<file path="src/rtl/blat_pkg.sv">
package blat_pkg;

  localparam int unsigned TABLE_DEPTH_DEF = 16;
  localparam int unsigned KEY_W           = 64;
  localparam int unsigned LEASE_W         = 8;
  localparam int unsigned LIVE_W          = 5;
  localparam int unsigned KIND_W          = 3;
  localparam int unsigned OP_W            = 2;
  localparam int unsigned OUT_TDATA_W     = 72;

  localparam logic [LEASE_W-1:0] LEASE_RESET = 8'd8;

  typedef enum logic [OP_W-1:0] {
    OP_LOOKUP  = 2'd0,
    OP_INSERT  = 2'd1,
    OP_RELEASE = 2'd2,
    OP_CLEAR   = 2'd3
  } op_t;

  typedef enum logic [KIND_W-1:0] {
    KIND_LOOKUP   = 3'd0,
    KIND_INSERTED = 3'd1,
    KIND_FULL     = 3'd2,
    KIND_UNMAP    = 3'd3,
    KIND_DONE     = 3'd4
  } kind_t;

  // controller to datapath
  typedef struct packed {
    logic capture;
    logic walk;
    logic apply;
    logic emit_load;
    logic final_load;
  } blat_cmd_t;

  // datapath to controller
  typedef struct packed {
    logic walk_last;
    logic freed_any;
    logic out_free;
  } blat_sts_t;

  function automatic int unsigned idx_width(int unsigned depth);
    return (depth > 1) ? $clog2(depth) : 1;
  endfunction

endpackage

</file>
<file path="src/rtl/blat_ram.sv">
module blat_ram import blat_pkg::*; #(
  parameter int unsigned WIDTH = KEY_W,
  parameter int unsigned DEPTH = TABLE_DEPTH_DEF
) (
  input  logic                         clk,
  input  logic                         wr_en,
  input  logic [idx_width(DEPTH)-1:0]  wr_addr,
  input  logic [WIDTH-1:0]             wr_data,
  input  logic [idx_width(DEPTH)-1:0]  rd_addr,
  output logic [WIDTH-1:0]             rd_data
);

  logic [WIDTH-1:0] mem [DEPTH];

  always_ff @(posedge clk) begin
    if (wr_en) begin
      mem[wr_addr] <= wr_data;
    end
    rd_data <= mem[rd_addr];
  end

endmodule

</file>
<file path="src/rtl/blat_ctrl.sv">
module blat_ctrl import blat_pkg::*; (
  input  logic      clk,
  input  logic      rst_n,
  input  logic      in_tvalid,
  output logic      in_tready,
  input  blat_sts_t sts,
  output blat_cmd_t cmd
);

  typedef enum logic [6:0] {
    ST_IDLE   = 7'b0000001,
    ST_WALK   = 7'b0000010,
    ST_DRAIN  = 7'b0000100,
    ST_APPLY  = 7'b0001000,
    ST_SCAN   = 7'b0010000,
    ST_UNMAP  = 7'b0100000,
    ST_RESULT = 7'b1000000
  } state_t;

  state_t state_r, state_nxt;

  always_ff @(posedge clk) begin
    if (!rst_n) begin
      state_r <= ST_IDLE;
    end else begin
      state_r <= state_nxt;
    end
  end

  always_comb begin
    state_nxt = state_r;
    cmd       = '0;
    in_tready = 1'b0;
    case (state_r)
      ST_IDLE: begin
        in_tready = 1'b1;
        if (in_tvalid) begin
          cmd.capture = 1'b1;
          state_nxt   = ST_WALK;
        end
      end
      ST_WALK: begin
        cmd.walk = 1'b1;
        if (sts.walk_last) begin
          state_nxt = ST_DRAIN;
        end
      end
      ST_DRAIN: begin
        state_nxt = ST_APPLY;
      end
      ST_APPLY: begin
        cmd.apply = 1'b1;
        state_nxt = ST_SCAN;
      end
      ST_SCAN: begin
        state_nxt = sts.freed_any ? ST_UNMAP : ST_RESULT;
      end
      ST_UNMAP: begin
        if (sts.out_free) begin
          cmd.emit_load = 1'b1;
          state_nxt     = ST_SCAN;
        end
      end
      ST_RESULT: begin
        if (sts.out_free) begin
          cmd.final_load = 1'b1;
          state_nxt      = ST_IDLE;
        end
      end
      default: begin
        state_nxt = ST_IDLE;
      end
    endcase
  end

endmodule

</file>
<file path="src/rtl/blat_dp.sv">
module blat_dp import blat_pkg::*; #(
  parameter int unsigned TABLE_DEPTH = TABLE_DEPTH_DEF
) (
  input  logic                    clk,
  input  logic                    rst_n,
  input  blat_cmd_t               cmd,
  output blat_sts_t               sts,
  input  logic                    cfg_wr_en,
  input  logic [LEASE_W-1:0]      cfg_wr_data,
  input  logic [KEY_W-1:0]        in_tdata,
  input  logic [OP_W-1:0]         in_tuser,
  output logic                    out_tvalid,
  input  logic                    out_tready,
  output logic [OUT_TDATA_W-1:0]  out_tdata,
  output logic [KIND_W-1:0]       out_tuser,
  output logic                    out_tlast
);

  localparam int unsigned IDX_W = idx_width(TABLE_DEPTH);
  localparam int unsigned CNT_W = $clog2(TABLE_DEPTH + 1);

  logic [LEASE_W-1:0]                   lease_reload_r;
  logic [TABLE_DEPTH-1:0]               slot_valid_r;
  logic [TABLE_DEPTH-1:0]               slot_flag_r;
  logic [TABLE_DEPTH-1:0][LEASE_W-1:0]  slot_lease_r;
  logic [TABLE_DEPTH-1:0]               freed_r;
  logic [CNT_W-1:0]                     live_r;
  logic [IDX_W-1:0]                     walk_cnt_r;
  logic                                 pipe_v_r;
  logic                                 match_r;
  logic                                 free_found_r;
  logic                                 out_valid_r;

  op_t                                  op_r;
  logic [KEY_W-1:0]                     key_r;
  logic [IDX_W-1:0]                     pipe_idx_r;
  logic [IDX_W-1:0]                     free_idx_r;
  kind_t                                out_kind_r;
  logic [KEY_W-1:0]                     out_key_r;
  logic                                 out_hit_r;
  logic [LIVE_W-1:0]                    out_live_r;
  logic                                 out_last_r;

  logic [KEY_W-1:0]   ram_rdata;
  logic [IDX_W-1:0]   ram_raddr;
  logic [IDX_W-1:0]   freed_idx;
  logic               cur_valid;
  logic               cmp_hit;
  logic               flag_set;
  logic [LEASE_W-1:0] cur_lease;
  logic [LEASE_W-1:0] lease_dec;
  logic               do_alloc;
  logic               out_free;
  kind_t              final_kind;
  logic               final_hit;

  // lowest freed slot goes out first
  always_comb begin
    freed_idx = '0;
    for (int i = TABLE_DEPTH - 1; i >= 0; i--) begin
      if (freed_r[i]) begin
        freed_idx = IDX_W'(i);
      end
    end
  end

  assign ram_raddr = cmd.walk ? walk_cnt_r : freed_idx;
  assign do_alloc  = (op_r == OP_INSERT) && !match_r && free_found_r;

  blat_ram #(
    .WIDTH (KEY_W),
    .DEPTH (TABLE_DEPTH)
  ) u_key_ram (
    .clk     (clk),
    .wr_en   (cmd.apply && do_alloc),
    .wr_addr (free_idx_r),
    .wr_data (key_r),
    .rd_addr (ram_raddr),
    .rd_data (ram_rdata)
  );

  // compare stage, one slot per cycle
  assign cur_valid = slot_valid_r[pipe_idx_r];
  assign cur_lease = slot_lease_r[pipe_idx_r];
  assign cmp_hit   = cur_valid && (ram_rdata == key_r);
  assign flag_set  = slot_flag_r[pipe_idx_r] || cmp_hit;
  assign lease_dec = (cur_lease == '0) ? '0 : cur_lease - LEASE_W'(1);

  always_comb begin
    final_kind = KIND_DONE;
    final_hit  = 1'b0;
    case (op_r)
      OP_LOOKUP: begin
        final_kind = KIND_LOOKUP;
        final_hit  = match_r;
      end
      OP_INSERT: begin
        final_kind = (match_r || free_found_r) ? KIND_INSERTED : KIND_FULL;
      end
      OP_RELEASE, OP_CLEAR: begin
        final_kind = KIND_DONE;
      end
      default: begin
        final_kind = KIND_DONE;
      end
    endcase
  end

  assign out_free = !out_valid_r || out_tready;

  always_ff @(posedge clk) begin
    if (!rst_n) begin
      lease_reload_r <= LEASE_RESET;
      slot_valid_r   <= '0;
      slot_flag_r    <= '0;
      slot_lease_r   <= '0;
      freed_r        <= '0;
      live_r         <= '0;
      walk_cnt_r     <= '0;
      pipe_v_r       <= 1'b0;
      match_r        <= 1'b0;
      free_found_r   <= 1'b0;
      out_valid_r    <= 1'b0;
    end else begin
      if (cfg_wr_en) begin
        lease_reload_r <= cfg_wr_data;
      end
      if (cmd.capture) begin
        walk_cnt_r   <= '0;
        match_r      <= 1'b0;
        free_found_r <= 1'b0;
        freed_r      <= '0;
      end
      if (cmd.walk) begin
        walk_cnt_r <= walk_cnt_r + IDX_W'(1);
      end
      pipe_v_r <= cmd.walk;
      if (pipe_v_r) begin
        case (op_r)
          OP_LOOKUP: begin
            if (cmp_hit) begin
              slot_lease_r[pipe_idx_r] <= lease_reload_r;
              match_r                  <= 1'b1;
            end
          end
          OP_INSERT: begin
            if (cmp_hit) begin
              slot_lease_r[pipe_idx_r] <= lease_reload_r;
              match_r                  <= 1'b1;
            end
            if (!cur_valid && !free_found_r) begin
              free_found_r <= 1'b1;
            end
          end
          OP_RELEASE: begin
            if (cur_valid && flag_set) begin
              if (lease_dec == '0) begin
                slot_valid_r[pipe_idx_r] <= 1'b0;
                slot_flag_r[pipe_idx_r]  <= 1'b0;
                freed_r[pipe_idx_r]      <= 1'b1;
                live_r                   <= live_r - CNT_W'(1);
              end else begin
                slot_lease_r[pipe_idx_r] <= lease_dec;
                slot_flag_r[pipe_idx_r]  <= 1'b1;
              end
            end
          end
          OP_CLEAR: begin
            if (cmp_hit) begin
              slot_flag_r[pipe_idx_r] <= 1'b0;
            end
          end
          default: begin
          end
        endcase
      end
      if (cmd.apply && do_alloc) begin
        slot_valid_r[free_idx_r] <= 1'b1;
        slot_flag_r[free_idx_r]  <= 1'b0;
        slot_lease_r[free_idx_r] <= lease_reload_r;
        live_r                   <= live_r + CNT_W'(1);
      end
      if (cmd.emit_load) begin
        freed_r[freed_idx] <= 1'b0;
      end
      if (cmd.emit_load || cmd.final_load) begin
        out_valid_r <= 1'b1;
      end else if (out_tready) begin
        out_valid_r <= 1'b0;
      end
    end
  end

  always_ff @(posedge clk) begin
    if (cmd.capture) begin
      op_r  <= op_t'(in_tuser);
      key_r <= in_tdata;
    end
    pipe_idx_r <= walk_cnt_r;
    if (pipe_v_r && (op_r == OP_INSERT) && !cur_valid && !free_found_r) begin
      free_idx_r <= pipe_idx_r;
    end
    if (cmd.emit_load) begin
      out_kind_r <= KIND_UNMAP;
      out_key_r  <= ram_rdata;
      out_hit_r  <= 1'b0;
      out_live_r <= LIVE_W'(live_r);
      out_last_r <= 1'b0;
    end else if (cmd.final_load) begin
      out_kind_r <= final_kind;
      out_key_r  <= key_r;
      out_hit_r  <= final_hit;
      out_live_r <= LIVE_W'(live_r);
      out_last_r <= 1'b1;
    end
  end

  assign sts.walk_last = (walk_cnt_r == IDX_W'(TABLE_DEPTH - 1));
  assign sts.freed_any = |freed_r;
  assign sts.out_free  = out_free;

  assign out_tvalid = out_valid_r;
  assign out_tdata  = {2'b00, out_live_r, out_hit_r, out_key_r};
  assign out_tuser  = out_kind_r;
  assign out_tlast  = out_last_r;

endmodule

</file>
<file path="src/rtl/buffer_lease_aging_table.sv">
// channel  | dir | handshake           | payload
// in_      | in  | in_tvalid/in_tready   | tdata: buf_key; tuser: opcode
// out_     | out | out_tvalid/out_tready | tdata: result_key, hit, live_entries;
//          |     |                       | tuser: result_kind; tlast: last
// cfg_     | in  | cfg_wr_en             | cfg_wr_data: lease_reload
//
// one item at a time: every item walks all TABLE_DEPTH slots through the key ram,
// one slot per cycle, then emits one unmap result per freed slot and a final result
// the single key ram read port serves both the slot walk and the unmap key reads
// rst_n is synchronous: all slots empty, lease_reload back to 8, no clearing pass
// a held result stalls emission; the next item is taken while the last result waits
module buffer_lease_aging_table import blat_pkg::*; #(
  parameter int unsigned TABLE_DEPTH = TABLE_DEPTH_DEF
) (
  input  logic                   clk,
  input  logic                   rst_n,
  // config write, no read-back
  input  logic                   cfg_wr_en,
  input  logic [LEASE_W-1:0]     cfg_wr_data,   // lease_reload
  // input items
  input  logic                   in_tvalid,
  output logic                   in_tready,
  input  logic [KEY_W-1:0]       in_tdata,      // [63:0] buf_key
  input  logic [OP_W-1:0]        in_tuser,      // [1:0] opcode
  // result items
  output logic                   out_tvalid,
  input  logic                   out_tready,
  output logic [OUT_TDATA_W-1:0] out_tdata,     // [63:0] result_key, [64] hit,
                                                // [69:65] live_entries, zero pad
  output logic [KIND_W-1:0]      out_tuser,     // [2:0] result_kind
  output logic                   out_tlast      // last result of the item
);

  blat_cmd_t cmd;
  blat_sts_t sts;

  // sequencer: accept, slot walk, apply, unmap emission, final result
  blat_ctrl u_ctrl (
    .clk       (clk),
    .rst_n     (rst_n),
    .in_tvalid (in_tvalid),
    .in_tready (in_tready),
    .sts       (sts),
    .cmd       (cmd)
  );

  // slot table, key ram, compare stage and output register
  blat_dp #(
    .TABLE_DEPTH (TABLE_DEPTH)
  ) u_dp (
    .clk         (clk),
    .rst_n       (rst_n),
    .cmd         (cmd),
    .sts         (sts),
    .cfg_wr_en   (cfg_wr_en),
    .cfg_wr_data (cfg_wr_data),
    .in_tdata    (in_tdata),
    .in_tuser    (in_tuser),
    .out_tvalid  (out_tvalid),
    .out_tready  (out_tready),
    .out_tdata   (out_tdata),
    .out_tuser   (out_tuser),
    .out_tlast   (out_tlast)
  );

  // at most one sequencer command per cycle
  a_cmd_onehot: assert property (@(posedge clk) disable iff (!rst_n)
    $onehot0({cmd.capture, cmd.walk, cmd.apply, cmd.emit_load, cmd.final_load}))
    else $error("more than one sequencer command in a cycle");

  // an accepted item keeps the block busy for at least the walk
  a_busy_after_accept: assert property (@(posedge clk) disable iff (!rst_n)
    (in_tvalid && in_tready) |=> !in_tready)
    else $error("input accepted again right after an accept");

  // unmap results never close an item
  a_unmap_not_last: assert property (@(posedge clk) disable iff (!rst_n)
    (out_tvalid && (out_tuser == KIND_UNMAP)) |-> !out_tlast)
    else $error("unmap result marked as last");

  // results are only loaded when the output register is free
  a_load_when_free: assert property (@(posedge clk) disable iff (!rst_n)
    (cmd.emit_load || cmd.final_load) |-> (!out_tvalid || out_tready))
    else $error("result loaded over a held result");

endmodule

</file>
<file path="config.mk">
export PLATFORM = sky130hd
export DESIGN_NAME = buffer_lease_aging_table
export DESIGN_NICKNAME = d
export VERILOG_FILES = /design/src/rtl/blat_pkg.sv /design/src/rtl/blat_ram.sv /design/src/rtl/blat_ctrl.sv /design/src/rtl/blat_dp.sv /design/src/rtl/buffer_lease_aging_table.sv
export SDC_FILE = /design/constraint.sdc
export NUM_CORES = 2
export LEC_CHECK = 0
export ABC_CLOCK_PERIOD_IN_PS = 10500
export BUFFER_PORTS_ARGS = -buffer_cell sky130_fd_sc_hd__buf_2
export CAP_MARGIN = 40
export CORE_MARGIN = 4
export CORE_UTILIZATION = 25
export CTS_CLUSTER_DIAMETER = 50
export DETAILED_ROUTE_END_ITERATION = 6
export GPL_ROUTABILITY_DRIVEN = 0
export SLEW_MARGIN = 20
export SYNTH_ARGS = -nofsm -noshare
export SYNTH_HDL_FRONTEND = slang
export SYNTH_SLANG_ARGS = --single-unit
</file>
<file path="constraint.sdc">
create_clock -name clk -period 10.5 [get_ports clk]
set_input_delay 0.525 -clock clk [delete_from_list [all_inputs] [get_ports clk]]
set_output_delay 0.525 -clock clk [all_outputs]
set_load 0.03 [all_outputs]
</file>
==> flow_metrics.env <==
export IMPL_violations="design-rule violations"
export IMPL_grt_pass1_wl_mm=266
export IMPL_cts_setup_buffers=0
export IMPL_hold_path_class="input pin to flip-flop"
export IMPL_root_buffer="clkbuf_16"
export IMPL_synth_cells=3901
export IMPL_die_h_um=496
export IMPL_n_fill_cell=23300
export IMPL_end_kind="flip-flop"
export IMPL_ios=157
export IMPL_die_area_um2=246000
export IMPL_drc=2
export IMPL_critPathMostFrequentCell="nand3_1"
export IMPL_avgSynthCellArea_um2=15.3
export IMPL_clock_fmax_ghz=0.181
export IMPL_cts_sinks=1440
export IMPL_crit_path_start="u_dp.pipe_idx_r[0]"
export IMPL_grt_pass1_vias=37200
export IMPL_fin_cells=7433
export IMPL_finish_utilization_pct=30.0
export IMPL_clk_latency_ps=810
export IMPL_finalHoldViolations=0
export IMPL_setup_tns_ps=0
export IMPL_drive_gt1_share_pct=22.1
export IMPL_synth_distinct_cells=94
export IMPL_layout_common_cells="1163 x edfxtp_1, 426 x nand2_1, 299 x mux4_2"
export IMPL_syn_to_final_growth_pct=18.9
export IMPL_antenna_found_initial=8
export IMPL_cts_made_buffers=153
export IMPL_rsz0062_at_grt="false"
export IMPL_avgViaCountPerCell=5.15
export IMPL_drt_total_wl_mm=185
export IMPL_ys_seq_area_share_pct=67.9
export IMPL_tritoncts="built"
export IMPL_gr_usage_all_layers_pct=14.6
export IMPL_dpl_hpwl_mm=114
export IMPL_finalCritPeriodShare_pct=52.6
export IMPL_synthArstFlopShare_pct=0
export IMPL_vias=38300
export IMPL_place_ws_ps=5200
export IMPL_cts_resized=0
export IMPL_holdBufCountCts=65
export IMPL_p_leak_nw=22.0
export IMPL_die_w_um=496
export IMPL_critical_path_class="flip-flop to flip-flop"
export IMPL_fp_row_count=178
export IMPL_path_cells="buf_4 > mux4_2 > a22o_1 > a221oi_2 > ha_1 > nand3_1 > and3b_1 > a21boi_2 > o211a_4 > nand3_4 > nand3_1 > a311oi_1 > a2111oi_0"
export IMPL_grt_start_max_net_pins=130
export IMPL_critPathSlowestCell="dfxtp_2"
export IMPL_core_area_um2=236000
export IMPL_clk_pin_slew_ps=60
export IMPL_yosys_register_bits=1440
export IMPL_r2r_cells=13
export IMPL_dominantRegCellSynth="edfxtp_1"
export IMPL_initial_core_util_pct=25.2
export IMPL_worst_r2r_endpoint="u_dp.slot_lease_r[108]"
export IMPL_tightestPinTransition_ps=947
export IMPL_skew_ps=52.8
export IMPL_fin_nets=4236
export IMPL_r2r_setup_slack_ps=4970
export IMPL_critPathTopFamily="compound AO/OA/AOI/OAI gates"
export IMPL_status="finished with violations"
export IMPL_fin_ws_ps=4970
export IMPL_cts_path_max_buffers=3
export IMPL_grt_overflow_total=0
export IMPL_drtPass1Iterations=7
export IMPL_cp_num_cells=13
export IMPL_htree_levels=4
export IMPL_cp_slowest_stage_delay_ps=710
export IMPL_fin_hold_ws_ps=15.4
export IMPL_critical_path_endpoint="u_dp.slot_lease_r[108]"
export IMPL_maxCapViolCount=0
export IMPL_regArea_um2=40500
export IMPL_cp_required_ps=11140
export IMPL_dp_cells=7069
export IMPL_relSlewSlack_pct=36.8
export IMPL_drt_initial_drc_count=5220
export IMPL_period_needed_ps=5530
export IMPL_rr_startpoint="u_dp.pipe_idx_r[0]"
export IMPL_yosys_warnings=0
export IMPL_syn_cell_area_um2=59600
export IMPL_irDropWorstVdd_uv=174
export IMPL_critPathLaunchType="flip-flop"
export IMPL_slew_viol_final=0
export IMPL_final_cell_area_um2=70800
export IMPL_multi_input_area_um2=18100
export IMPL_drtAntennaViolNets=0
export IMPL_arrival_ps=6170
export IMPL_final_common_cell="edfxtp_1"
export IMPL_place_area_um2=64800
export IMPL_cp_max_fo=32
export IMPL_wl_per_cell_um=24.9
export IMPL_synth_edff_count=1163
export IMPL_power_density_nw_per_um2=185
export IMPL_p_total_mw=13.1
export IMPL_worst_path_buf_inv=1
export IMPL_port_buffers=154
export IMPL_setup_violations_final=0
[routing by layer]
| metal | track usage [%] | share of wire [%] | up-vias |
|---|---|---|---|
| li1 | - | - | 16000 |
| met1 | 19.7 | 40 | 19600 |
| met2 | 23.3 | 47 | 2221 |
| met3 | 3.33 | 9.5 | 403 |
| met4 | 4.54 | 3.1 | 4 |
| met5 | 0 | 0.015 | - |
[cells in the mapped netlist, drive strengths merged, types with 10 or more instances]
cell,count,area share [%]
mux4,299,11
o21ai,168,1.4
inv,18,0.11
or3,21,0.22
nor2,214,1.4
a2111oi,12,0.20
a31oi,33,0.47
a211oi,31,0.42
edfxtp,1163,59
buf,71,0.69
mux2i,97,1.6
and2,10,0.10
a221oi,73,1.1
o211ai,17,0.21
dfxtp,277,9.3
xor2,68,1.0
nor4,74,0.79
o221ai,19,0.28
nor3,89,0.81
o22ai,27,0.28
nand3,48,0.45
nand2,429,2.7
clkbuf,195,1.2
a22oi,142,1.8
a21oi,150,1.3
nand2b,11,0.12
[report_power, final]
part	switching, mW	internal, mW
Clock	2.34	3.18
Sequential	0.314	6.55
Combinational	0.550	0.191
[worst min-delay path by stage]
stage                                   from                endpoint  slack, ps  depth (start not counted)
after global placement    u_dp.walk_cnt_r[1]      u_dp.pipe_idx_r[1]        400                          0
final                            in_tdata[2]           u_dp.key_r[2]         20                          1
after floorplan           u_dp.walk_cnt_r[1]      u_dp.pipe_idx_r[1]        380                          0
after CTS                     cfg_wr_data[6]  u_dp.lease_reload_r[6]          3                          3
after global routing             in_tdata[2]           u_dp.key_r[2]          4                          1
after detailed placement  u_dp.walk_cnt_r[1]      u_dp.pipe_idx_r[1]        400                          0
[layout make-up]
| cell class | instances | area share [%] |
|---|---|---|
| sequential | 1440 | 57.1 |
| multi-input combinational | 2172 | 25.5 |
| clock buffer | 197 | 5.91 |
| tap | 3150 | 5.56 |
| timing repair buffer | 359 | 4.27 |
| clock inverter | 89 | 1.43 |
| inverter | 24 | 0.164 |
| antenna | 2 | 0.00707 |
[cells by family (layout without fill, tap and decap cells)]
kind of cell               after synthesis  count (layout)  share of synthesized area, %
other                                    1               4                       0.00629
AOI/OAI and AO/OA                      740             740                          8.55
and+or+nand+nor                        950             950                          7.23
muxes                                  401             401                          13.0
adders and majority gates                7               7                         0.160
DFF                                   1440            1440                          67.9
xor gates and xnor gates                72              72                          1.06
buffers and inverters                  290             669                          2.07
[sequential cells by signal, summed over array words and instances, names as in the netlist, 5 cells and up]
register and flops:
u_ctrl.state_r 7, u_dp.freed_r 16, u_dp.key_r 64, u_dp.lease_reload_r 8, u_dp.live_r 5, u_dp.out_key_r 64
u_dp.out_live_r 5, u_dp.slot_flag_r 16, u_dp.slot_lease_r 128, u_dp.slot_valid_r 16, u_dp.u_key_ram.mem 1024, u_dp.u_key_ram.rd_data 64
No activity file was read; power rests on OpenSTA's default activity.
